[src/sv/gva_pkg.sv]
// Shared types and constants of the gravity velocity accumulator.
package gva_pkg;

  localparam int FRAC_BITS = 16;
  localparam int ACC_BITS  = 48;
  localparam int SQ_BITS   = 66;
  localparam int ROOT_BITS = 34;
  localparam int DIV_BITS  = 48;
  localparam int MUL_BITS  = 33;

  localparam logic [ACC_BITS-1:0] ACC_LIMIT   = '1;
  localparam logic [31:0]         GRAV_RESET  = 32'(1 << FRAC_BITS);
  localparam logic                ACT_LOAD    = 1'b0;
  localparam logic                ACT_APPLY   = 1'b1;
  localparam logic                REG_GRAV    = 1'b0;

  typedef struct packed {
    logic        action;
    logic [31:0] pos_x;
    logic [31:0] pos_y;
    logic [31:0] pos_z;
    logic [31:0] vel_in_x;
    logic [31:0] vel_in_y;
    logic [31:0] vel_in_z;
    logic [30:0] body_radius;
    logic [31:0] other_mass;
    logic [31:0] time_step;
  } in_item_t;

  typedef struct packed {
    logic [31:0] vel_x;
    logic [31:0] vel_y;
    logic [31:0] vel_z;
    logic        touching;
  } out_item_t;

  typedef enum logic [1:0] {
    KIND_LOAD,
    KIND_SKIP,
    KIND_APPLY
  } kind_t;

  // Queue entry: offsets for an apply, start velocity for a load
  typedef struct packed {
    kind_t       kind;
    logic [32:0] vx;
    logic [32:0] vy;
    logic [32:0] vz;
    logic [31:0] rsum;
    logic [31:0] mass;
    logic [31:0] dt;
  } entry_t;

  typedef struct packed {
    logic                start;
    logic [SQ_BITS-1:0]  rem0;
    logic [DIV_BITS-1:0] bits;
    logic [5:0]          nbits;
    logic [SQ_BITS-1:0]  den;
  } div_req_t;

  typedef struct packed {
    logic                busy;
    logic                done;
    logic [DIV_BITS-1:0] quo;
  } div_rsp_t;

endpackage

[src/sv/gva_front.sv]
// Front end: accepts items, tracks the subject position and classifies each item.
module gva_front import gva_pkg::*; (
  input  logic     clk,
  input  logic     rst_n,
  input  logic     in_valid,
  output logic     in_ready,
  input  in_item_t in_data,
  input  logic     q_full,
  output logic     push,
  output entry_t   push_data
);

  logic [31:0] spx_r, spx_nxt, spy_r, spy_nxt, spz_r, spz_nxt;
  logic [30:0] srad_r, srad_nxt;
  logic [32:0] dx, dy, dz;

  assign in_ready = !q_full;
  assign push     = in_valid && !q_full;

  // Offset to the subject and classification
  always_comb begin
    dx = {in_data.pos_x[31], in_data.pos_x} - {spx_r[31], spx_r};
    dy = {in_data.pos_y[31], in_data.pos_y} - {spy_r[31], spy_r};
    dz = {in_data.pos_z[31], in_data.pos_z} - {spz_r[31], spz_r};
    push_data = '0;
    if (in_data.action == ACT_LOAD) begin
      push_data.kind = KIND_LOAD;
      push_data.vx   = {in_data.vel_in_x[31], in_data.vel_in_x};
      push_data.vy   = {in_data.vel_in_y[31], in_data.vel_in_y};
      push_data.vz   = {in_data.vel_in_z[31], in_data.vel_in_z};
    end else begin
      push_data.kind = (dx == '0 && dy == '0 && dz == '0) ? KIND_SKIP : KIND_APPLY;
      push_data.vx   = dx;
      push_data.vy   = dy;
      push_data.vz   = dz;
      push_data.rsum = {1'b0, srad_r} + {1'b0, in_data.body_radius};
      push_data.mass = in_data.other_mass;
      push_data.dt   = in_data.time_step;
    end
  end

  // Replace the subject on a load
  always_comb begin
    spx_nxt  = spx_r;
    spy_nxt  = spy_r;
    spz_nxt  = spz_r;
    srad_nxt = srad_r;
    if (push && in_data.action == ACT_LOAD) begin
      spx_nxt  = in_data.pos_x;
      spy_nxt  = in_data.pos_y;
      spz_nxt  = in_data.pos_z;
      srad_nxt = in_data.body_radius;
    end
  end

  always_ff @(posedge clk) begin
    if (!rst_n) begin
      spx_r  <= '0;
      spy_r  <= '0;
      spz_r  <= '0;
      srad_r <= '0;
    end else begin
      spx_r  <= spx_nxt;
      spy_r  <= spy_nxt;
      spz_r  <= spz_nxt;
      srad_r <= srad_nxt;
    end
  end

endmodule

[config.mk]
export PLATFORM = sky130hd
export DESIGN_NAME = gva_front
export DESIGN_NICKNAME = d
export VERILOG_FILES = /design/src/sv/gva_pkg.sv /design/src/sv/gva_front.sv
export SDC_FILE = /design/constraint.sdc
export NUM_CORES = 1
export LEC_CHECK = 0
export BUFFER_PORTS_ARGS = -buffer_cell sky130_fd_sc_hd__buf_2
export CAP_MARGIN = 30
export CORE_AREA = 2 2 190 192
export CTS_CLUSTER_DIAMETER = 80
export DETAILED_ROUTE_END_ITERATION = 16
export DIE_AREA = 0 0 192 194
export PLACE_DENSITY_LB_ADDON = 0.1
export SLEW_MARGIN = 10
export SYNTH_ARGS = -nofsm -noshare
export SYNTH_HDL_FRONTEND = slang
export SYNTH_SLANG_ARGS = --single-unit
[constraint.sdc]
create_clock -name clk -period 4.4 [get_ports clk]
set_input_delay 0.22 -clock clk [delete_from_list [all_inputs] [get_ports clk]]
set_output_delay 0.22 -clock clk [all_outputs]
set_load 0.01 [all_outputs]
[Yosys cells after proc, flatten, opt, wreduce, memory -nomap -nowiden]
Index checks and enable logic that the tools add are counted.
Operators by class
  add/subtract/negate cells: 4
  multiply operators: 0
  div/mod/pow operators: 0
  order comparisons: 0
  eq/ne operators: 0
  shifts and indexed selects: 0
  muxes and demuxes: 3
  bitwise operators: 1
  reduce and logical (&&, ||, !) cells: 8
Operators with widths (number)
  $mux W101: 1
  $logic_not A33 Y1: 3
  $sub A32 B32 Y33: 3
  $mux W96: 1
  $add A31 B31 Y32: 1
  $logic_and A1 B1 Y1: 4
  $mux W2: 1
  $logic_not A1 Y1: 1
  $not A1 Y1: 1
Word-level totals
  register bits after elaboration: 127
  bits in latches: 0
  bits in writable memories: 0
  memory bits (read-only): 0
  input bits: 292
  output and inout port bits: 199
  word-level logic and storage cells: 20
  memories kept: 0

[Depth between registers and ports, before layout]
  word-level depth: 6
  gate-level depth with buffers: 15
  depth with buffers taken out: 15

[Worst setup path after synthesis]
No wires, ideal clock.
  kind: register -> output
  start: register spz_r[0]
  end: output port push_data[195] in the netlist's numbering
  arrival time: 3.342 ns
  data required time: 4.180 ns
  path slack: 0.838 ns
  cell stages (with the launch flop): 15
  path buffers: 0
  cell sequence: dfxtp_1 -> ha_1 -> inv_1 -> fa_1 -> a211oi_1 -> o21ai_1 -> a41o_1 -> a31o_2 -> a41o_1 -> xor2_1 -> nor4_1 -> nand4_1 -> nor4b_1 -> nand4bb_1 -> nor3_1
RTL lines
  from (decl): RTL line gva_front.sv:13  | logic [31:0] spx_r, spx_nxt, spy_r, spy_nxt, spz_r, spz_nxt;
  from (signal assigned): RTL line gva_front.sv:65  | spz_r <= spz_nxt;
  to (decl): RTL line gva_front.sv:10  | output entry_t push_data

==> metrics <==
Power Total=around 4.7 mW; drt first pass iters=5; worst reg2reg endpoint=spx_r[15]$_SDFFE_PN0P_; clock skew=0 ps; Final Hold Viols=0; crit path time final=4419 ps; starting density of the core=0.3830; PD cells=269.4 nW/um^2; CP arrival=4200 ps; CTS tree=done; Tcrit/Tclk final=1.004; YS warnings=0; area grow syn2layout=29.48%; Rows=69; fin. max-slew vios=0; DIE HEIGHT=194 um; CP Capture Type=output pin; first-pass GRT wire length=84.26 mm; root buf cell=clkbuf_16; largest net degree at the start of global routing=128; post-DP HPWL=45.71 mm; Die X=192 um; Slew HR=0.4094; fraction of layout cells with a size suffix above 1=0.2973; static leakage=7.722 nW; FF-to-FF Start=spx_r[15]$_SDFFE_PN0P_; max-cap violations=0; vias in the first global route=14.15k; Port Buffers=490; distinct cell type count after synthesis=76; R2R cell count=2; cell taking the most area after synthesis=dfxtp_1; DR WL/cell=20.47 um; TritonCTS Buffers=17; syn nets=2293; GR Overflow Total=0; Yosys reg bits=127; Worst-Skew Late Latency=between 400 and 500 ps; Crit Path Class=flip-flop to output pin; Synth area leaders=dfxtp_1, ha_1, nand2_1; Hold Crit Depth=3; clock buffer depth=2; Syn Std Cell Area=13490 sq um; Worst Hold Margin=23.39 ps; EDFF count, synth=0; post-synth top area share=0.1885; status=complete, but fails checks; First DRT Iteration DRCs=971; crit-path max FO=3; DR DRC count=0; Via density=5.383; Finish-stage setup viols=2; sequential area share after synthesis=0.1885; Least-Margin Pin Slew=885.8 ps; Setup TNS Final=-19.27 ps; final setup margin=-18.71 ps; final net count=2748; Sink Count=127; final core utilization=0.4959; prevailing post-synth register cell=dfxtp_1; most common cell in the netlist=nand2_1; initial antenna violation count=13; Core Area=35220 sq um; total track usage=0.2964; Peak VDD IR=292.0 uV; critical path required time=between 4000 and 5000 ps; RSZ-0062 raised after global routing=true; routed wire length=57.37 mm; pre-CTS WS=-2.657 ps; syn avg cell area=7.214 sq um; Hold EP=srad_r[15]$_SDFFE_PN0P_; Critical Path Start Type=flip-flop; Async SR Flop Fraction=0; Die Footprint=37250 sq um; Hold Startpoint=in_data[79]; Ports=491; Post-synth top cells=nand2_1, a21boi_0, inv_1, dfxtp_1, ha_1; routability cong.=0.9189; Hold Path Class=input port to flip-flop; R2R setup slack=3700 ps; Antenna Nets Post-Route=0; via count=15.09k; Max Clk Rate=226.3 MHz; Clk pin slew, worst setup/hold paths=approximately 60 ps; H-tree levels=4; failing checks=setup timing; Synth Instances=1870
cell type report:
type                    count  area, sq um
diodes                      4        10.01
clock buffers              19        442.9
clock inverters            13        177.7
fillers                  3566        17760
inverters                 129        484.2
multi-input cells        1525        10490
flip-flops and latches    127         2546
well taps                 461        576.8
repair buffers            525         2736
report_power, final:
part / switching [mW] / internal (mW)
Sequential: 0.0192 / 1.19
Combinational: 1.16 / 0.777
Clock: 0.637 / 0.919
state kept, by name, indices dropped and copies added, names as in the netlist:
name and flops:
srad_r 31, spz_r 32, spy_r 32, spx_r 32
placed cells by master, fill, tap and decap left out, types with 20 or more instances in the layout:
master | Yosys | final
nand4_1 | 22 | 22
inv_1 | 129 | 127
a21oi_1 | 99 | 93
xnor2_1 | 57 | 55
a31oi_1 | 24 | 20
mux2_2 | 62 | 62
nand3_1 | 23 | 23
nand2_1 | 362 | 361
and2_1 | 77 | 76
nor2_1 | 113 | 113
o21a_1 | 24 | 24
o21ai_0 | 75 | 73
ha_1 | 127 | 120
buf_4 | 0 | 33
xor2_1 | 48 | 45
a21o_1 | 57 | 57
a21boi_0 | 129 | 129
dfxtp_1 | 127 | 124
buf_2 | 1 | 489
worst max path at each step:
stage                     cells after the start                  start        endpoint  slack [ps]
final                                        15  spz_r[0]$_SDFFE_PN0P_  push_data[196]         -20
after global routing                         15  spx_r[0]$_SDFFE_PN0P_  push_data[195]        -180
after CTS                                    16  spy_r[0]$_SDFFE_PN0P_  push_data[196]         -80
after detailed placement                     18           in_data[191]  push_data[195]          -3
after global placement                       18           in_data[191]  push_data[195]         120
after floorplan                              14  spz_r[0]$_SDFFE_PN0P_  push_data[195]         840
stage by stage:
stage,instances,area [sq um]
2_1_floorplan,1870,13490
3_3_place_gp,2754,16380
3_5_place_dp,2754,16380
4_1_cts,2793,17150
5_1_grt,2802,17470
6_report,2803,17470
worst max-delay path: stages (launching register included):
cell,delay [ps]
dfxtp_2,350
ha_4,140
inv_2,40
fa_2,420
a211oi_4,290
o21ai_2,90
a41o_1,300
a31oi_2,270
o211ai_1,180
xnor2_1,210
or4_4,550
nor4_4,310
nand4_1,120
buf_4,180
o21a_1,160
buf_2,130
cells by family (layout without fill, tap and decap cells):
| logic type | after synthesis | after routing | share of synthesized area |
|---|---|---|---|
| flops | 127 | 127 | 0.1885 |
| mux | 63 | 63 | 0.05249 |
| simple gates | 690 | 690 | 0.2322 |
| other cells | 0 | 4 | 0 |
| xor+xnor | 105 | 105 | 0.06817 |
| fa+ha+maj | 131 | 131 | 0.1237 |
| compound gates | 536 | 536 | 0.2742 |
| buf+inv | 218 | 686 | 0.06075 |
layer usage:
layer  GRT usage  wire length (um)  part of all wire
met1      0.3723             24590              0.43
met2      0.5029             27400              0.48
met3     0.05919              3490             0.061
met4      0.1001              1802             0.031
met5           0                83            0.0014
what timing repair did:
| item | in CTS | in global routing |
|---|---|---|
| hold buffers | 1 | 0 |
| setup buffers | 6 | 6 |
| gates resized for setup | 17 | 51 |
| endpoints found under the setup margin | 2 | 4 |
| pin swaps | 17 | 27 |
| hold endpoints to repair | 1 | 0 |
(Power assumes the default switching activity.)
