**config.mk**
```make
export PLATFORM = sky130hd
export DESIGN_NAME = gva_fifo
export DESIGN_NICKNAME = d
export VERILOG_FILES = /design/src/sv/gva_pkg.sv /design/src/sv/gva_fifo.sv
export SDC_FILE = /design/constraint.sdc
export NUM_CORES = 1
export LEC_CHECK = 0
export ABC_AREA = 1
export BUFFER_PORTS_ARGS = -buffer_cell sky130_fd_sc_hd__buf_2
export CAP_MARGIN = 20
export CORE_ASPECT_RATIO = 1.75
export CORE_UTILIZATION = 30
export DETAILED_ROUTE_END_ITERATION = 10
export PLACE_DENSITY = 0.64
export SLEW_MARGIN = 20
export SYNTH_ARGS = -nofsm -noshare
export SYNTH_HDL_FRONTEND = slang
export SYNTH_SLANG_ARGS = --single-unit
export TNS_END_PERCENT = 5
```
**constraint.sdc**
```tcl
create_clock -name clk -period 8.7 [get_ports clk]
set_clock_uncertainty 0.1 [all_clocks]
set_input_delay 0.435 -clock clk [delete_from_list [all_inputs] [get_ports clk]]
set_output_delay 0.435 -clock clk [all_outputs]
set_load 0.05 [all_outputs]
```
**src/sv/gva_pkg.sv**
```systemverilog
// Shared types and constants of the gravity velocity accumulator.
package gva_pkg;

  localparam int FRAC_BITS = 16;
  localparam int ACC_BITS  = 48;
  localparam int SQ_BITS   = 66;
  localparam int ROOT_BITS = 34;
  localparam int DIV_BITS  = 48;
  localparam int MUL_BITS  = 33;

  localparam logic [ACC_BITS-1:0] ACC_LIMIT   = '1;
  localparam logic [31:0]         GRAV_RESET  = 32'(1 << FRAC_BITS);
  localparam logic                ACT_LOAD    = 1'b0;
  localparam logic                ACT_APPLY   = 1'b1;
  localparam logic                REG_GRAV    = 1'b0;

  typedef struct packed {
    logic        action;
    logic [31:0] pos_x;
    logic [31:0] pos_y;
    logic [31:0] pos_z;
    logic [31:0] vel_in_x;
    logic [31:0] vel_in_y;
    logic [31:0] vel_in_z;
    logic [30:0] body_radius;
    logic [31:0] other_mass;
    logic [31:0] time_step;
  } in_item_t;

  typedef struct packed {
    logic [31:0] vel_x;
    logic [31:0] vel_y;
    logic [31:0] vel_z;
    logic        touching;
  } out_item_t;

  typedef enum logic [1:0] {
    KIND_LOAD,
    KIND_SKIP,
    KIND_APPLY
  } kind_t;

  // Queue entry: offsets for an apply, start velocity for a load
  typedef struct packed {
    kind_t       kind;
    logic [32:0] vx;
    logic [32:0] vy;
    logic [32:0] vz;
    logic [31:0] rsum;
    logic [31:0] mass;
    logic [31:0] dt;
  } entry_t;

  typedef struct packed {
    logic                start;
    logic [SQ_BITS-1:0]  rem0;
    logic [DIV_BITS-1:0] bits;
    logic [5:0]          nbits;
    logic [SQ_BITS-1:0]  den;
  } div_req_t;

  typedef struct packed {
    logic                busy;
    logic                done;
    logic [DIV_BITS-1:0] quo;
  } div_rsp_t;

endpackage

```
**src/sv/gva_fifo.sv**
```systemverilog
// Short queue of classified items between the front and back ends.
module gva_fifo import gva_pkg::*; #(
  parameter int DEPTH = 2
) (
  input  logic   clk,
  input  logic   rst_n,
  input  logic   push,
  input  entry_t push_data,
  input  logic   pop,
  output entry_t rd_data,
  output logic   full,
  output logic   empty
);

  localparam int PW = (DEPTH > 1) ? $clog2(DEPTH) : 1;
  localparam int CW = $clog2(DEPTH + 1);

  entry_t          mem_r [DEPTH];
  logic [PW-1:0]   wp_r, wp_nxt, rp_r, rp_nxt;
  logic [CW-1:0]   cnt_r, cnt_nxt;

  assign full    = (cnt_r == CW'(DEPTH));
  assign empty   = (cnt_r == '0);
  assign rd_data = mem_r[rp_r];

  // Advance pointers and count
  always_comb begin
    wp_nxt  = wp_r;
    rp_nxt  = rp_r;
    cnt_nxt = cnt_r;
    if (push) begin
      wp_nxt = (wp_r == PW'(DEPTH - 1)) ? '0 : wp_r + 1'b1;
    end
    if (pop) begin
      rp_nxt = (rp_r == PW'(DEPTH - 1)) ? '0 : rp_r + 1'b1;
    end
    if (push && !pop) begin
      cnt_nxt = cnt_r + 1'b1;
    end else if (pop && !push) begin
      cnt_nxt = cnt_r - 1'b1;
    end
  end

  always_ff @(posedge clk) begin
    if (push) begin
      mem_r[wp_r] <= push_data;
    end
    if (!rst_n) begin
      wp_r  <= '0;
      rp_r  <= '0;
      cnt_r <= '0;
    end else begin
      wp_r  <= wp_nxt;
      rp_r  <= rp_nxt;
      cnt_r <= cnt_nxt;
    end
  end

  a_no_overflow: assert property (@(posedge clk) disable iff (!rst_n) push |-> !full)
    else $error("queue written while full");
  a_no_underflow: assert property (@(posedge clk) disable iff (!rst_n) pop |-> !empty)
    else $error("queue read while empty");

endmodule

```
# [Yosys cells after proc, flatten, opt, wreduce, memory -nomap -nowiden]
# Memory sizes are Yosys's and may differ from the RTL's. A register that Yosys moved wholly into a read port is not among the register bits.
# Index checks and enable logic that the tools add are counted.
[word_totals] input_bits=201 wordCells=23 ff_bits=4 out_inout_bits=199 mem_count=1 mem_bits_rw=394
[mem_list] name="mem_r" depth=2 width=197 rd=1 rd_ports_with_merged_regs=1 wr=1 line_no="gva_fifo.sv:18" rtl="entry_t mem_r [DEPTH];"
[classes] addsub=4 reduce_logical=6 eq_ne=1 n_mux=8
[op_table] operator="1-bit 2-to-1 mux" count=6
[op_table] operator="2-bit 2-to-1 mux" count=2
[op_table] operator="1-bit adder, second input constant" count=2
[op_table] operator="2-bit by 1-bit adder with 2-bit output, second input constant" count=1
[op_table] operator="2-bit equality test, second input constant" count=1
[op_table] operator="1-bit logical AND" count=2
[op_table] operator="1-bit zero test" count=2
[op_table] operator="2-bit zero test" count=1
[op_table] operator="2-bit nonzero test" count=1
[op_table] operator="2-bit by 1-bit subtractor with 2-bit output, second input constant" count=1

# [Depth between registers and ports, before layout]
[logic_depth] depth_word=4 depth_mapped=8 mapped_depth_nobuf=8

# [Least setup slack after synthesis]
# Ideal clock, no wire load.
[synth_path] path_kind="input to register" from="input port push" to="memory mem_r[0][0] (netlist name), enable pin" t_arrival_ps=8707 cell_stages=2 path_slack_ps=-870 path_cell_list="inv_1 nor2_1"
[synth_via] elab_chain_cells=2
[synth_lines] element="from (decl)" line_no="gva_fifo.sv:7" rtl="input logic push,"
[synth_lines] element="1-bit 2-to-1 mux" line_no="gva_fifo.sv:45" rtl="if (push) begin"
[synth_lines] element="1-bit 2-to-1 mux (implied by the code)" line_no="gva_fifo.sv:46" rtl="mem_r[wp_r] <= push_data;"
[synth_lines] element="to (decl)" line_no="gva_fifo.sv:18"
# No other way between the ends.

==> results.md <==
- The hold violation total from the final report is 0.
- The count of max-cap constraint violations is 0.
- The maximum clock frequency is 0.314 GHz.
- The placed standard-cell area is 17700 um^2.
- The die is 171 um wide.
- The number of buffers and inverters on the critical path is 2.
- STA classifies the critical path startpoint as a flop.
- The leakage power summed over all cells is 8.15 nW.
- The layout has 4398 filler cells.
- For this configuration, the core starts out at a cell density of 30.3%.
- Setup violations remaining at the end of the flow were counted as 0.
- The slowest cell on the critical path is sky130_fd_sc_hd__buf_4.
- The CTS tree is done.
- Global routing used 12.9% of the available tracks.
- The proportion of power drawn by flip-flops and latches is 47.7%.
- The total clock sinks is 399.
- The total nets after synthesis is 850.
- In this run the power density over the cells is ~230 nW/um^2.
- OpenSTA, run right after detailed placement, puts the worst setup slack at 5.39 ns.
- At the end of routability-driven placement, the weighted congestion stood at 0.746.
- By area the synthesized netlist is led by sky130_fd_sc_hd__edfxtp_1 79%, sky130_fd_sc_hd__mux2_4 13%, sky130_fd_sc_hd__mux2_2 5.0%.
- Hold is met by ~0.095 ns.
- Of the post-synthesis cell area, the dominant cell type holds between 70 and 80%.
- The final instance count without filler cells is a little under 2000.
- The data required time at the worst endpoint is 8.17 ns.
- In this run, placement finished with an instance count of between 1500 and 2000.
- Setup total negative slack on the finished layout was measured at 0 ns.
- The maximum count of clock buffers along a single path is 3.
- The detailed-routing iteration count for the pre-antenna-repair pass is 4.
- The cell sitting at the root of the clock tree is a sky130_fd_sc_hd__clkbuf_16.
- The startpoint identified for the worst register-to-register timing path is wp_r$_SDFFE_PN0P_.
- The max-slew violation count was 0.
- The detailed-placement wirelength estimate is 21600 um.
- The signal on the critical path passes through buf_4 > mux2_2 > buf_2.
- The die area is about 51000 um^2.
- The total number of vias is roughly 8300.
- The via density per instance is 4.23.
- The remaining antenna violation count is 0.
- The post-synthesis instance area is about 15000 um^2.
- The number of synthesis warnings is 0.
- The tightest min-delay check is of the primary input to flop type.
- The placement row count is roughly 110.
- The number of port buffers is 399.
- The via count of the first global-routing pass came to 9213.
- Dividing the detail-routed wire length by the instance count gives 16.9 um.
- For this run, the register share of the synthesized area comes to around four fifths.
- The clock network accounts for 36.3% of the total power.
- The kind of end point of the critical path is an output port.
- Along the worst path, the maximum fanout reaches around 60.
- The post-layout minimum cycle time is 3.19 ns.
- The die extent in y is 298 um.
- The number of remaining DRC errors is 0.
- Setup repair after global routing left no endpoint under its margin.
- The largest net degree at the start of global routing is 125.
- 400 I/O pins were placed.
- The worst max-slew margin expressed relative to the limit is about a third.
- The routed design has 33100 um of wire.
- Setup slack closes at 5.51 ns.
- The switching portion of total power is 25.6%.
- After floorplanning, the core was sized to cover 49500 um^2.
- The hold path startpoint is rst_n.
- The initial antenna violation count is 4.
- Internal power comes to 3.52 mW.
- The H-tree was split into 2 levels.
- The layout cell share with drive strength beyond 1 is 51.1%.
- The number of setup buffers added after CTS is 0.
- The first-pass GRT wire length is between 40000 and 50000 um.
- The final clock period utilization by the worst path is a little over a third.
- Summed over all instances, the cell type with the most area after synthesis is sky130_fd_sc_hd__edfxtp_1.
- The post-route standard cell area excluding fillers is 21000 um^2.
- The dominant delay contributor by cell family on the critical path is buffers and inverters.
- Dividing the synthesized area by the synthesized cell count gives 23.1 um^2.
- The combinational cell fraction of total power is approximately 16%.
- For the pin with the worst max-slew slack, the measured transition is 1.01 ns.
- The clock reaches the later pin of the worst-skew pair after 0.52 ns.
- Counting the buffers created by CTS gives 38.
- The DRC violation total after the first TritonRoute iteration is 359.
- The cell count after synthesis came out at 648.
- The CTS clock-pin slew for the worst setup and hold paths is approximately 0.070 ns.
- The arrival time at the worst endpoint is 2.65 ns.
- In the final design database the tool counted 1472 nets.
- After synthesis the netlist holds a flip-flop and latch count of 399.
- The area added between synthesis and finish is 40.0%.
- In this design, the stage delay of the slowest critical-path cell is 0.81 ns.
- Counting distinct cell types in the post-synthesis netlist gives 14.
- The worst-case vdd ir drop is 173 uV.
- The power dissipated by switching net loads is 1.21 mW.
- The run finished with clean final reports.
- Global routing finished with a remaining overflow of 0.
- The worst setup path is of the flop to output port kind.
sequential cells by signal (all words and copies together) (netlist names), named ones only:
name,cells
mem_r,394
cnt_r,2
rp_r,1
wp_r,1
routing by layer:
layer	vias up	share of wire, %	wire length, um	track usage (%)
met5	-	0.10	33	0
met4	6	4.5	1480	6.76
met3	85	6.0	2000	3.17
met2	294	55	18300	24.8
met1	4102	34	11300	12.1
li1	3814	-	-	-
layout make-up:
type / count / area, um^2 / area share (%)
flip-flops and latches: 399 / 11900 / 56.9
clock buffers: 52 / 1090 / 5.18
repair buffers: 604 / 4050 / 19.3
multi-input cells: 219 / 2810 / 13.4
well taps: 660 / 826 / 3.94
inverters: 8 / 37.5 / 0.179
clock inverters: 18 / 223 / 1.06
diodes: 1 / 2.50 / 0.0119
layout by cell type (no fill, tap or decap), types with 2 or more instances in the layout:
cell / instances
sky130_fd_sc_hd__mux2_4: 130
sky130_fd_sc_hd__nor2_1: 8
sky130_fd_sc_hd__dlygate4sd3_1: 197
sky130_fd_sc_hd__clkinv_1: 4
sky130_fd_sc_hd__inv_8: 2
sky130_fd_sc_hd__bufinv_16: 5
sky130_fd_sc_hd__dfxtp_1: 4
sky130_fd_sc_hd__clkbuf_8: 2
sky130_fd_sc_hd__inv_1: 7
sky130_fd_sc_hd__mux2_2: 67
sky130_fd_sc_hd__nand2_1: 8
sky130_fd_sc_hd__edfxtp_1: 394
sky130_fd_sc_hd__clkinv_2: 6
sky130_fd_sc_hd__clkbuf_1: 9
sky130_fd_sc_hd__buf_2: 399
sky130_fd_sc_hd__clkbuf_16: 41
sky130_fd_sc_hd__buf_4: 7
kinds of logic (layout without fill, tap and decap cells):
logic type                 count (synthesis)  count (layout)  share of synthesized area [%]
buffers and inverters                     30             682                           1.60
muxes                                    197             197                           18.1
DFF                                      399             399                           79.7
adders and majority gates                  1               1                         0.0835
and+or+nand+nor                           19              19                          0.501
AOI/OAI and AO/OA                          2               2                         0.0668
other                                      0               1                              0
final timing paths:
path                              to  slack [ns]  depth (start not counted)
max                       rd_data[8]        5.51                          3
min reg2reg    cnt_r[0]$_SDFFE_PN0P_        0.44                          2
min                wp_r$_SDFFE_PN0P_         0.1                          3
max reg2reg  mem_r[0][144]$_DFFE_PP_        5.76                          3
worst register-to-register path, stage by stage, from the launching register on:
cell	delay [ns]
sky130_fd_sc_hd__dfxtp_1	0.35
sky130_fd_sc_hd__nor2_4	0.57
sky130_fd_sc_hd__buf_4	0.64
sky130_fd_sc_hd__buf_4	0.86
Yosys cell counts, drive strengths merged:
cell type	instances
a21oi	1
buf	22
dfxtp	5
edfxtp	394
ha	1
inv	8
mux2	197
nand2	8
nand3	1
nand4	1
nor2	9
o21ai	1
per-stage QoR:
stage	power, mW	util [%]
after detailed placement	2.99	35.8
after CTS	4.79	42.4
after global routing	4.89	42.4
after global placement	2.97	35.7
after floorplan	2.82	-
final	4.73	42.4
power groups by stage:
stage	clock [mW]	sequential, mW	combinational [mW]
after floorplan	0	2.30	0.521
after global placement	0	2.29	0.683
after detailed placement	0	2.30	0.690
after CTS	1.77	2.26	0.765
after global routing	1.83	2.26	0.794
final	1.72	2.26	0.757
timing repair:
item | CTS | global route
hold buffers | 196 | 1
hold endpoints to repair | 392 | 2
resized for setup | 0 | 0
(Power assumes the default switching activity.)
