--- config.mk ---
export PLATFORM = sky130hd
export DESIGN_NAME = gva_back
export DESIGN_NICKNAME = d
export VERILOG_FILES = /design/src/sv/gva_pkg.sv /design/src/sv/gva_back.sv
export SDC_FILE = /design/constraint.sdc
export NUM_CORES = 2
export LEC_CHECK = 0
export BUFFER_PORTS_ARGS = -buffer_cell sky130_fd_sc_hd__buf_2
export CAP_MARGIN = 20
export CORE_MARGIN = 2
export CORE_UTILIZATION = 57
export DETAILED_ROUTE_END_ITERATION = 7
export PLACE_DENSITY = 0.83
export SETUP_SLACK_MARGIN = 0.15
export SLEW_MARGIN = 20
export SYNTH_ARGS = -nofsm -noshare
export SYNTH_HDL_FRONTEND = slang
export SYNTH_SLANG_ARGS = --single-unit
--- constraint.sdc ---
create_clock -name clk -period 16.21 [get_ports clk]
set_input_delay 1.621 -clock clk [delete_from_list [all_inputs] [get_ports clk]]
set_output_delay 1.621 -clock clk [all_outputs]
set_load 0.05 [all_outputs]
--- src/sv/gva_pkg.sv ---
// Shared types and constants of the gravity velocity accumulator.
package gva_pkg;

  localparam int FRAC_BITS = 16;
  localparam int ACC_BITS  = 48;
  localparam int SQ_BITS   = 66;
  localparam int ROOT_BITS = 34;
  localparam int DIV_BITS  = 48;
  localparam int MUL_BITS  = 33;

  localparam logic [ACC_BITS-1:0] ACC_LIMIT   = '1;
  localparam logic [31:0]         GRAV_RESET  = 32'(1 << FRAC_BITS);
  localparam logic                ACT_LOAD    = 1'b0;
  localparam logic                ACT_APPLY   = 1'b1;
  localparam logic                REG_GRAV    = 1'b0;

  typedef struct packed {
    logic        action;
    logic [31:0] pos_x;
    logic [31:0] pos_y;
    logic [31:0] pos_z;
    logic [31:0] vel_in_x;
    logic [31:0] vel_in_y;
    logic [31:0] vel_in_z;
    logic [30:0] body_radius;
    logic [31:0] other_mass;
    logic [31:0] time_step;
  } in_item_t;

  typedef struct packed {
    logic [31:0] vel_x;
    logic [31:0] vel_y;
    logic [31:0] vel_z;
    logic        touching;
  } out_item_t;

  typedef enum logic [1:0] {
    KIND_LOAD,
    KIND_SKIP,
    KIND_APPLY
  } kind_t;

  // Queue entry: offsets for an apply, start velocity for a load
  typedef struct packed {
    kind_t       kind;
    logic [32:0] vx;
    logic [32:0] vy;
    logic [32:0] vz;
    logic [31:0] rsum;
    logic [31:0] mass;
    logic [31:0] dt;
  } entry_t;

  typedef struct packed {
    logic                start;
    logic [SQ_BITS-1:0]  rem0;
    logic [DIV_BITS-1:0] bits;
    logic [5:0]          nbits;
    logic [SQ_BITS-1:0]  den;
  } div_req_t;

  typedef struct packed {
    logic                busy;
    logic                done;
    logic [DIV_BITS-1:0] quo;
  } div_rsp_t;

endpackage

--- src/sv/gva_back.sv ---
// Back end: sequencer that works one queued item through the shared units.
module gva_back import gva_pkg::*; (
  input  logic      clk,
  input  logic      rst_n,
  input  logic      q_empty,
  input  entry_t    q_data,
  output logic      pop,
  input  logic [31:0] grav,
  output div_req_t  div_req,
  input  div_rsp_t  div_rsp,
  output logic      out_valid,
  input  logic      out_ready,
  output out_item_t out_data
);

  typedef enum logic [3:0] {
    ST_IDLE, ST_SQ, ST_RR, ST_GM, ST_DIVA, ST_SQRT, ST_AV,
    ST_USTART, ST_DIVU, ST_MULU, ST_VEL, ST_DONE
  } state_t;

  localparam int HALF      = ACC_BITS / 2;
  localparam int PROD_BITS = 2 * MUL_BITS;
  localparam int PART_BITS = HALF + 32;
  localparam int FULL_BITS = ACC_BITS + 32;
  localparam int SRC_BITS  = 2 * ROOT_BITS;
  localparam int REM_BITS  = ROOT_BITS + 2;
  localparam int CAT_BITS  = REM_BITS + 2;
  localparam int DEL_BITS  = ACC_BITS + 1;
  localparam int SUM_BITS  = DEL_BITS + 2;
  localparam int U_BITS    = FRAC_BITS + 1;
  localparam int NUM_BITS  = 64 + FRAC_BITS;

  state_t               state_r, state_nxt;
  logic [5:0]           cnt_r, cnt_nxt;
  logic [1:0]           ax_r, ax_nxt;
  logic [31:0]          vel_r [3];
  logic [31:0]          vel_nxt [3];
  logic [32:0]          mag_r [3];
  logic [32:0]          mag_nxt [3];
  logic [2:0]           neg_r, neg_nxt;
  logic [31:0]          rsum_r, rsum_nxt, mass_r, mass_nxt, dt_r, dt_nxt;
  logic [SQ_BITS-1:0]   s_r, s_nxt;
  logic [ACC_BITS-1:0]  acc_r, acc_nxt, v_r, v_nxt;
  logic [REM_BITS-1:0]  sq_rem_r, sq_rem_nxt;
  logic [ROOT_BITS-1:0] sq_root_r, sq_root_nxt;
  logic [SRC_BITS-1:0]  sq_src_r, sq_src_nxt;
  logic [PART_BITS-1:0] hi_r, hi_nxt;
  logic [U_BITS-1:0]    u_r, u_nxt;
  logic [DEL_BITS-1:0]  del_r, del_nxt;
  logic                 touch_r, touch_nxt;
  logic                 out_valid_r, out_valid_nxt;
  out_item_t            out_data_r, out_data_nxt;
  logic [PROD_BITS-1:0] prod_r;
  logic [MUL_BITS-1:0]  mul_a, mul_b;

  logic [CAT_BITS-1:0]  sq_cat, sq_diff;
  logic [CAT_BITS-1:0]  sq_trial;
  logic [NUM_BITS-1:0]  num_w;
  logic [NUM_BITS-ACC_BITS-1:0] num_hi;
  logic [FULL_BITS-1:0] full_w;
  logic [FULL_BITS-FRAC_BITS-1:0] av_shift;
  logic [SUM_BITS-1:0]  vel_ext, del_ext, vel_sum;

  assign out_valid = out_valid_r;
  assign out_data  = out_data_r;

  // Pick operands of the shared multiplier
  always_comb begin
    mul_a = '0;
    mul_b = '0;
    case (state_r)
      ST_SQ: begin
        if (ax_r == 2'd3) begin
          mul_a = MUL_BITS'(rsum_r);
          mul_b = MUL_BITS'(rsum_r);
        end else begin
          mul_a = mag_r[ax_r];
          mul_b = mag_r[ax_r];
        end
      end
      ST_RR: begin
        mul_a = MUL_BITS'(grav);
        mul_b = MUL_BITS'(mass_r);
      end
      ST_AV: begin
        mul_b = MUL_BITS'(dt_r);
        mul_a = (cnt_r == '0) ? MUL_BITS'(acc_r[ACC_BITS-1:HALF])
                              : MUL_BITS'(acc_r[HALF-1:0]);
      end
      ST_MULU: begin
        mul_b = MUL_BITS'(u_r);
        mul_a = (cnt_r == '0) ? MUL_BITS'(v_r[ACC_BITS-1:HALF])
                              : MUL_BITS'(v_r[HALF-1:0]);
      end
      default: begin
        mul_a = '0;
      end
    endcase
  end

  // Datapath pieces used by several steps
  always_comb begin
    sq_cat   = {sq_rem_r, sq_src_r[SRC_BITS-1 -: 2]};
    sq_trial = CAT_BITS'({sq_root_r, 2'b01});
    sq_diff  = sq_cat - sq_trial;
    num_w    = {prod_r[63:0], {FRAC_BITS{1'b0}}};
    num_hi   = num_w[NUM_BITS-1:ACC_BITS];
    full_w   = {hi_r, {HALF{1'b0}}} + FULL_BITS'(prod_r[PART_BITS-1:0]);
    av_shift = full_w[FULL_BITS-1:FRAC_BITS];
    vel_ext  = {{(SUM_BITS-32){vel_r[ax_r][31]}}, vel_r[ax_r]};
    del_ext  = SUM_BITS'(del_r);
    vel_sum  = neg_r[ax_r] ? (vel_ext - del_ext) : (vel_ext + del_ext);
  end

  // Sequencer
  always_comb begin
    state_nxt     = state_r;
    cnt_nxt       = cnt_r;
    ax_nxt        = ax_r;
    vel_nxt       = vel_r;
    mag_nxt       = mag_r;
    neg_nxt       = neg_r;
    rsum_nxt      = rsum_r;
    mass_nxt      = mass_r;
    dt_nxt        = dt_r;
    s_nxt         = s_r;
    acc_nxt       = acc_r;
    v_nxt         = v_r;
    sq_rem_nxt    = sq_rem_r;
    sq_root_nxt   = sq_root_r;
    sq_src_nxt    = sq_src_r;
    hi_nxt        = hi_r;
    u_nxt         = u_r;
    del_nxt       = del_r;
    touch_nxt     = touch_r;
    out_valid_nxt = out_valid_r && !out_ready;
    out_data_nxt  = out_data_r;
    pop           = 1'b0;
    div_req       = '0;
    case (state_r)
      ST_IDLE: begin
        if (!q_empty) begin
          pop       = 1'b1;
          touch_nxt = 1'b0;
          case (q_data.kind)
            KIND_LOAD: begin
              vel_nxt[0] = q_data.vx[31:0];
              vel_nxt[1] = q_data.vy[31:0];
              vel_nxt[2] = q_data.vz[31:0];
              state_nxt  = ST_DONE;
            end
            KIND_APPLY: begin
              mag_nxt[0] = q_data.vx[32] ? (~q_data.vx + 33'd1) : q_data.vx;
              mag_nxt[1] = q_data.vy[32] ? (~q_data.vy + 33'd1) : q_data.vy;
              mag_nxt[2] = q_data.vz[32] ? (~q_data.vz + 33'd1) : q_data.vz;
              neg_nxt    = {q_data.vz[32], q_data.vy[32], q_data.vx[32]};
              rsum_nxt   = q_data.rsum;
              mass_nxt   = q_data.mass;
              dt_nxt     = q_data.dt;
              s_nxt      = '0;
              ax_nxt     = '0;
              state_nxt  = ST_SQ;
            end
            default: begin
              state_nxt = ST_DONE;
            end
          endcase
        end
      end
      // Accumulate squared offsets, then issue the radius sum square
      ST_SQ: begin
        if (ax_r != 2'd0) begin
          s_nxt = s_r + prod_r;
        end
        ax_nxt = ax_r + 1'b1;
        if (ax_r == 2'd3) begin
          state_nxt = ST_RR;
        end
      end
      ST_RR: begin
        if (s_r <= prod_r) begin
          vel_nxt[0] = '0;
          vel_nxt[1] = '0;
          vel_nxt[2] = '0;
          touch_nxt  = 1'b1;
          state_nxt  = ST_DONE;
        end else begin
          state_nxt = ST_GM;
        end
      end
      // Saturate or divide G*m by the squared distance
      ST_GM: begin
        if (SQ_BITS'(num_hi) >= s_r) begin
          acc_nxt     = ACC_LIMIT;
          sq_rem_nxt  = '0;
          sq_root_nxt = '0;
          sq_src_nxt  = SRC_BITS'(s_r);
          cnt_nxt     = 6'(ROOT_BITS);
          state_nxt   = ST_SQRT;
        end else begin
          div_req.start = 1'b1;
          div_req.rem0  = SQ_BITS'(num_hi);
          div_req.bits  = num_w[ACC_BITS-1:0];
          div_req.nbits = 6'(ACC_BITS);
          div_req.den   = s_r;
          state_nxt     = ST_DIVA;
        end
      end
      ST_DIVA: begin
        if (div_rsp.done) begin
          acc_nxt     = div_rsp.quo[ACC_BITS-1:0];
          sq_rem_nxt  = '0;
          sq_root_nxt = '0;
          sq_src_nxt  = SRC_BITS'(s_r);
          cnt_nxt     = 6'(ROOT_BITS);
          state_nxt   = ST_SQRT;
        end
      end
      // One root bit per cycle
      ST_SQRT: begin
        sq_src_nxt = {sq_src_r[SRC_BITS-3:0], 2'b00};
        if (sq_cat >= sq_trial) begin
          sq_rem_nxt  = sq_diff[REM_BITS-1:0];
          sq_root_nxt = {sq_root_r[ROOT_BITS-2:0], 1'b1};
        end else begin
          sq_rem_nxt  = sq_cat[REM_BITS-1:0];
          sq_root_nxt = {sq_root_r[ROOT_BITS-2:0], 1'b0};
        end
        cnt_nxt = cnt_r - 1'b1;
        if (cnt_r == 6'd1) begin
          cnt_nxt   = '0;
          state_nxt = ST_AV;
        end
      end
      // Velocity magnitude from two partial products
      ST_AV: begin
        cnt_nxt = cnt_r + 1'b1;
        if (cnt_r == 6'd1) begin
          hi_nxt = prod_r[PART_BITS-1:0];
        end else if (cnt_r == 6'd2) begin
          v_nxt     = (av_shift[FULL_BITS-FRAC_BITS-1:ACC_BITS] != '0) ? ACC_LIMIT
                                                                      : av_shift[ACC_BITS-1:0];
          ax_nxt    = '0;
          state_nxt = ST_USTART;
        end
      end
      ST_USTART: begin
        div_req.start = 1'b1;
        div_req.rem0  = SQ_BITS'(mag_r[ax_r] >> 1);
        div_req.bits  = {mag_r[ax_r][0], {(DIV_BITS-1){1'b0}}};
        div_req.nbits = 6'(U_BITS);
        div_req.den   = SQ_BITS'(sq_root_r);
        state_nxt     = ST_DIVU;
      end
      ST_DIVU: begin
        if (div_rsp.done) begin
          u_nxt     = div_rsp.quo[U_BITS-1:0];
          cnt_nxt   = '0;
          state_nxt = ST_MULU;
        end
      end
      ST_MULU: begin
        cnt_nxt = cnt_r + 1'b1;
        if (cnt_r == 6'd1) begin
          hi_nxt = prod_r[PART_BITS-1:0];
        end else if (cnt_r == 6'd2) begin
          del_nxt   = full_w[FRAC_BITS+DEL_BITS-1:FRAC_BITS];
          state_nxt = ST_VEL;
        end
      end
      // Add the signed delta and clamp to 32 bits
      ST_VEL: begin
        if (&vel_sum[SUM_BITS-1:31] || ~|vel_sum[SUM_BITS-1:31]) begin
          vel_nxt[ax_r] = vel_sum[31:0];
        end else begin
          vel_nxt[ax_r] = vel_sum[SUM_BITS-1] ? 32'h8000_0000 : 32'h7fff_ffff;
        end
        if (ax_r == 2'd2) begin
          state_nxt = ST_DONE;
        end else begin
          ax_nxt    = ax_r + 1'b1;
          state_nxt = ST_USTART;
        end
      end
      // Hold until the output register is free
      ST_DONE: begin
        if (!out_valid_r || out_ready) begin
          out_valid_nxt         = 1'b1;
          out_data_nxt.vel_x    = vel_r[0];
          out_data_nxt.vel_y    = vel_r[1];
          out_data_nxt.vel_z    = vel_r[2];
          out_data_nxt.touching = touch_r;
          state_nxt             = ST_IDLE;
        end
      end
      default: begin
        state_nxt = ST_IDLE;
      end
    endcase
  end

  always_ff @(posedge clk) begin
    prod_r     <= mul_a * mul_b;
    mag_r      <= mag_nxt;
    neg_r      <= neg_nxt;
    rsum_r     <= rsum_nxt;
    mass_r     <= mass_nxt;
    dt_r       <= dt_nxt;
    s_r        <= s_nxt;
    acc_r      <= acc_nxt;
    v_r        <= v_nxt;
    sq_rem_r   <= sq_rem_nxt;
    sq_root_r  <= sq_root_nxt;
    sq_src_r   <= sq_src_nxt;
    hi_r       <= hi_nxt;
    u_r        <= u_nxt;
    del_r      <= del_nxt;
    out_data_r <= out_data_nxt;
    if (!rst_n) begin
      state_r     <= ST_IDLE;
      cnt_r       <= '0;
      ax_r        <= '0;
      vel_r       <= '{default: '0};
      touch_r     <= 1'b0;
      out_valid_r <= 1'b0;
    end else begin
      state_r     <= state_nxt;
      cnt_r       <= cnt_nxt;
      ax_r        <= ax_nxt;
      vel_r       <= vel_nxt;
      touch_r     <= touch_nxt;
      out_valid_r <= out_valid_nxt;
    end
  end

  a_touch_zero: assert property (@(posedge clk) disable iff (!rst_n)
      out_valid_r && out_data_r.touching |->
      out_data_r.vel_x == '0 && out_data_r.vel_y == '0 && out_data_r.vel_z == '0)
    else $error("overlap result with nonzero velocity");
  a_div_idle: assert property (@(posedge clk) disable iff (!rst_n)
      div_req.start |-> !div_rsp.busy)
    else $error("divider started while busy");
  a_root_nonzero: assert property (@(posedge clk) disable iff (!rst_n)
      state_r == ST_AV |-> sq_root_r != '0)
    else $error("zero distance after square root");

endmodule

Word level (Yosys, flattened, before mapping)
Cells that the tools add are included.
{"block": "totals", "register_bits": 893, "word_cells": 204, "out_inout_bits": 286, "in_bits": 283}
{"block": "classes", "mul": 1, "n_bitwise": 6, "addsub": 11, "reduce_logical": 36, "order_cmp": 6, "n_mux": 80, "n_eq_ne": 32}
{"operator": "$mux W96", "count": 4}
{"operator": "$pmux W187 S2", "count": 1}
{"operator": "$pmux W96 S3", "count": 1}
{"operator": "$pmux W33 S4", "count": 2}
{"operator": "$mux W32", "count": 7}
{"operator": "$pmux W68 S3", "count": 1}
{"operator": "$mux W66", "count": 3}
{"operator": "$bwmux W96", "count": 2}
{"operator": "$mux W187", "count": 1}
{"operator": "$mux W68", "count": 2}
{"operator": "$pmux W66 S2", "count": 1}
{"operator": "$mux W36", "count": 3}
{"operator": "$pmux W36 S3", "count": 1}
{"operator": "$pmux W34 S3", "count": 1}
{"operator": "$add A33 B1 Y33 const B", "count": 3}
{"operator": "$mux W33", "count": 3}
{"operator": "$not A33 Y33", "count": 3}
{"operator": "$mux W48", "count": 2}
{"operator": "$pmux W48 S2", "count": 1}
{"operator": "$add A80 B56 Y80", "count": 1}
{"operator": "$mux W34", "count": 2}
{"operator": "$add A66 B66 Y66", "count": 1}
{"operator": "$bmux W33 S2", "count": 1}
{"operator": "$ge A32 B66 Y1", "count": 1}
{"operator": "55 further kinds", "count": 124}

Logic depth before layout (Yosys ltp)
{"block": "depth", "depth_word": 11, "depth_mapped": 42, "ltp_nobuf": 38}

Worst setup path before layout
Ideal clock, no wire load.
{"block": "synth_path", "kind": "in2reg", "from": "in q_empty", "to": "reg dt_r[0] (enable)", "cell_stages": 1, "setup_time_ns": 1.002, "slack_ns": -0.026, "required_time_ns": 15.208, "path_buffers": 0, "arrival_ns": 15.234, "path_cell_list": "nor3_1"}
{"block": "synth_via", "elab_chain_cells": 2}
{"item": "start, declared", "line": "gva_back.sv:5", "source": "input logic q_empty,"}
{"item": "$not A1 Y1 (no line)"}
{"item": "$reduce_and A3 Y1 (no line)"}
{"item": "end signal, assigned", "line": "gva_back.sv:308", "source": "dt_r <= dt_nxt;"}
{"item": "end, declared", "line": "gva_back.sv:41", "source": "logic [31:0] rsum_r, rsum_nxt, mass_r, mass_nxt, dt_r, dt_nxt;"}
Every way passes these cells.
A chain may end at the register's enable or synchronous reset.

Worst setup path in the final report
{"block": "layout_path", "from": "reg ax_r[1]", "to": "reg prod_r[64]"}
{"block": "layout_via", "elab_chain_cells": 7}
{"item": "start, declared", "line": "gva_back.sv:35", "source": "logic [1:0] ax_r, ax_nxt;"}
{"item": "start signal, assigned", "line": "gva_back.sv:329", "source": "ax_r <= ax_nxt;"}
{"item": "$not A2 Y3 (implied by the code)", "line": "gva_back.sv:77, gva_back.sv:78"}
{"item": "$bmux W33 S2", "line": "gva_back.sv:77, gva_back.sv:78"}
{"item": "$mux W33 (2 in a row)"}
{"item": "$mux W33 (*)", "line": "gva_back.sv:73", "source": "if (ax_r == 2'd3) begin"}
{"item": "$pmux W33 S4", "line": "gva_back.sv:71", "source": "case (state_r)"}
{"item": "$mul A33 B33 Y66 (*)", "line": "gva_back.sv:303", "source": "prod_r <= mul_a * mul_b;"}
{"item": "end signal, assigned", "line": "gva_back.sv:303"}
{"item": "end, declared", "line": "gva_back.sv:53", "source": "logic [PROD_BITS-1:0] prod_r;"}
Mark *: on every way between the ends. The rest lies on a longest branch, timed or not. The select of a mux whose other input is x is not followed.

==> impl_metrics.tcl <==
set metrics [dict create \
    status "complete, but fails checks" \
    violations "design-rule violations, max-capacitance violations" \
    fp-row-count 143 \
    vias_per_cell 6.38 \
    syn_inst 9363 \
    fin_crit_sh_pct 77.9 \
    yosysTopAreaCellShare_pct 24.7 \
    relSlewSlack_pct 0.917 \
    min_period_ns 12.63 \
    cts_sinks 893 \
    cts.clk_slew.worst_paths_ns 0.06 \
    wl_per_cell_um 27.8 \
    die_w_um 395 \
    hold_violations 0 \
    antenna_found_initial 37 \
    rsz0062_at_grt "false" \
    postSynth.asyncResetShare_pct 0 \
    yosys.area.top_type "edfxtp_1" \
    yosys_warnings 0 \
    ant_nets 0 \
    port_buffers 514 \
    critical_path_class "register to register" \
    maxSlewViolCount 0 \
    root_buffer "clkbuf_16" \
    dp_slack_ns 4.04 \
    dp_hpwl_um 249000 \
    drive_gt1_share_pct 10.6 \
    final.setup.tns_ns 0 \
    synth_compound_area_share_pct 12.5 \
    synth-seq-cells 893 \
    synthAdderAreaFrac_pct 30.1 \
    synth_top_cells_by_area "edfxtp_1 (25%), fa_1 (22%), ha_1 (8.0%)" \
    cts_tree "built" \
    gr-usage-all-layers_pct 41.5 \
    cp_num_buf_inv 8 \
    fin_ws_ns 3.58 \
    synth_cell_type_count 105 \
    worstMarginPinSlew_ns 1.47 \
    cts_buffer_depth 3 \
    max_stage_delay_ns 0.88 \
    synth_edf_count 717 \
    clock.fmax_mhz 79.2 \
    htree_levels 3 \
    synth_top_family_by_area "adder cells" \
    grt-ovfl-total 0 \
    ctsHoldBuffers 0 \
    grt_pass1_wl_um 476000 \
    muxShareOfSynthArea_pct 1.22 \
    nets 11500 \
    start_util_pct 57.4 \
    post-place-cells 11600 \
    worstPathRequired_ns 16.81 \
    fp.dieH_um 395 \
    cts.repair.resized 0 \
    grt_pass1_vias 73700 \
    cts_setup_buffers 0 \
    route.detailed.drc 1 \
    wirelength_um 329000 \
    finClkSkew_ns 0.101 \
    min_path_type "register to register" \
    synthXorXnorAreaFrac_pct 3.78 \
    synthToLayoutAreaGrowth_pct 9.60 \
    crit_arrival_ns 13.23 \
    seq_area_frac_synth_pct 28.8 \
    stdcell_count 11800 \
    yosys.area_share.simple_pct 15.1 \
    design.portCount 569 \
    synthFlopType "edfxtp_1" \
    gp_congestion 1.03 \
    setup_viol 0 \
    drt_iter0_markers 10300 \
    grt_max_degree 159 \
    cp_common_cell "fa_1" \
    path_delay_family "adder cells" \
    startpoint_type "register" \
    cts-buffers-inserted 98 \
    drv_cap 1 \
    dr.pass1.iters 8 \
    coreArea_sq_um 152000 \
    slowest_stage "a221o_1" \
    worstSetupEndpointType "register" \
    via_count 75400 \
    worst-path-max-fanout 39 \
    worstSkewPairLatency_ns 0.78 \
    syn-cell-area_sq_um 87100 \
    die_area_sq_um 156000 \
    synth_area_per_cell_sq_um 9.30 \
]
-- layout make-up --
type / count / area, sq um
Clock buffer: 122 / 2580
Antenna cell: 27 / 67.6
Fill cell: 12500 / 56300
Clock inverter: 61 / 837
Timing Repair Buffer: 707 / 4050
Inverter: 1347 / 5060
Multi-Input combinational cell: 6645 / 55200
Tap cell: 2030 / 2540
Sequential cell: 893 / 25100
-- layout by cell type (no fill, tap or decap), types with 99 or more instances in the layout --
cell type / n
xor2_1: 112
xnor2_1: 260
nor3_1: 99
inv_1: 1344
edfxtp_1: 717
o21ai_0: 295
a21o_1: 152
fa_1: 961
nand2b_1: 157
dfxtp_1: 173
mux2i_1: 103
a21oi_1: 502
ha_1: 557
buf_2: 514
nor2_1: 1050
nand2_1: 1071
buf_4: 189
-- sequential cells by signal, indices dropped and copies added (netlist names), 34 cells and up --
register	cells
acc_r	48
vel_r	96
sq_src_r	68
sq_root_r	34
s_r	66
prod_r	66
out_data	97
del_r	49
hi_r	56
mag_r	99
v_r	48
sq_rem_r	36
-- path summary, 6_finish.rpt --
kind	from	to	slack, ns	cells after the start
worst min-delay path	touch_r	out_data[0]	0.45	0
worst max-delay path	ax_r[1]	prod_r[64]	3.58	36
worst max register to register	ax_r[1]	prod_r[64]	3.58	36
worst min register to register	touch_r	out_data[0]	0.45	0
-- metal layers --
metal | global-route usage [%] | vias up | share of wire [%]
met3 | 14.0 | 1252 | 15
met2 | 59.9 | 5711 | 42
li1 | - | 31600 | -
met1 | 54.1 | 36900 | 35
met5 | 0.369 | - | 0.079
met4 | 24.9 | 22 | 7.6
-- Yosys cell counts, drive strengths merged, types with 104 or more instances --
library cell,count
dfxtp,176
a21o,152
nor2,1065
nand2b,159
mux2i,104
nand2,1073
o21ai,314
edfxtp,717
ha,558
clkbuf,402
fa,961
xnor2,262
nor3,110
a21oi,507
buf,128
xor2,112
inv,1344
-- metrics by stage --
stage,area (sq um),hold slack [ns],util [%]
after floorplan,87300,0.402,-
after global placement,91900,0.426,60.6
after detailed placement,91900,0.432,60.6
after CTS,95300,0.447,62.8
after global routing,95400,0.467,62.9
final,95400,0.451,62.9
-- cell families after synthesis --
family,after synthesis
xor+xnor,374
fa+ha+maj,1519
other cells,1
flops,893
simple gates,2970
mux,105
compound gates,1624
buf+inv,1877
Power is not shown: default switching activity piles up to over one toggle a cycle in this logic, so the estimate is an artifact.
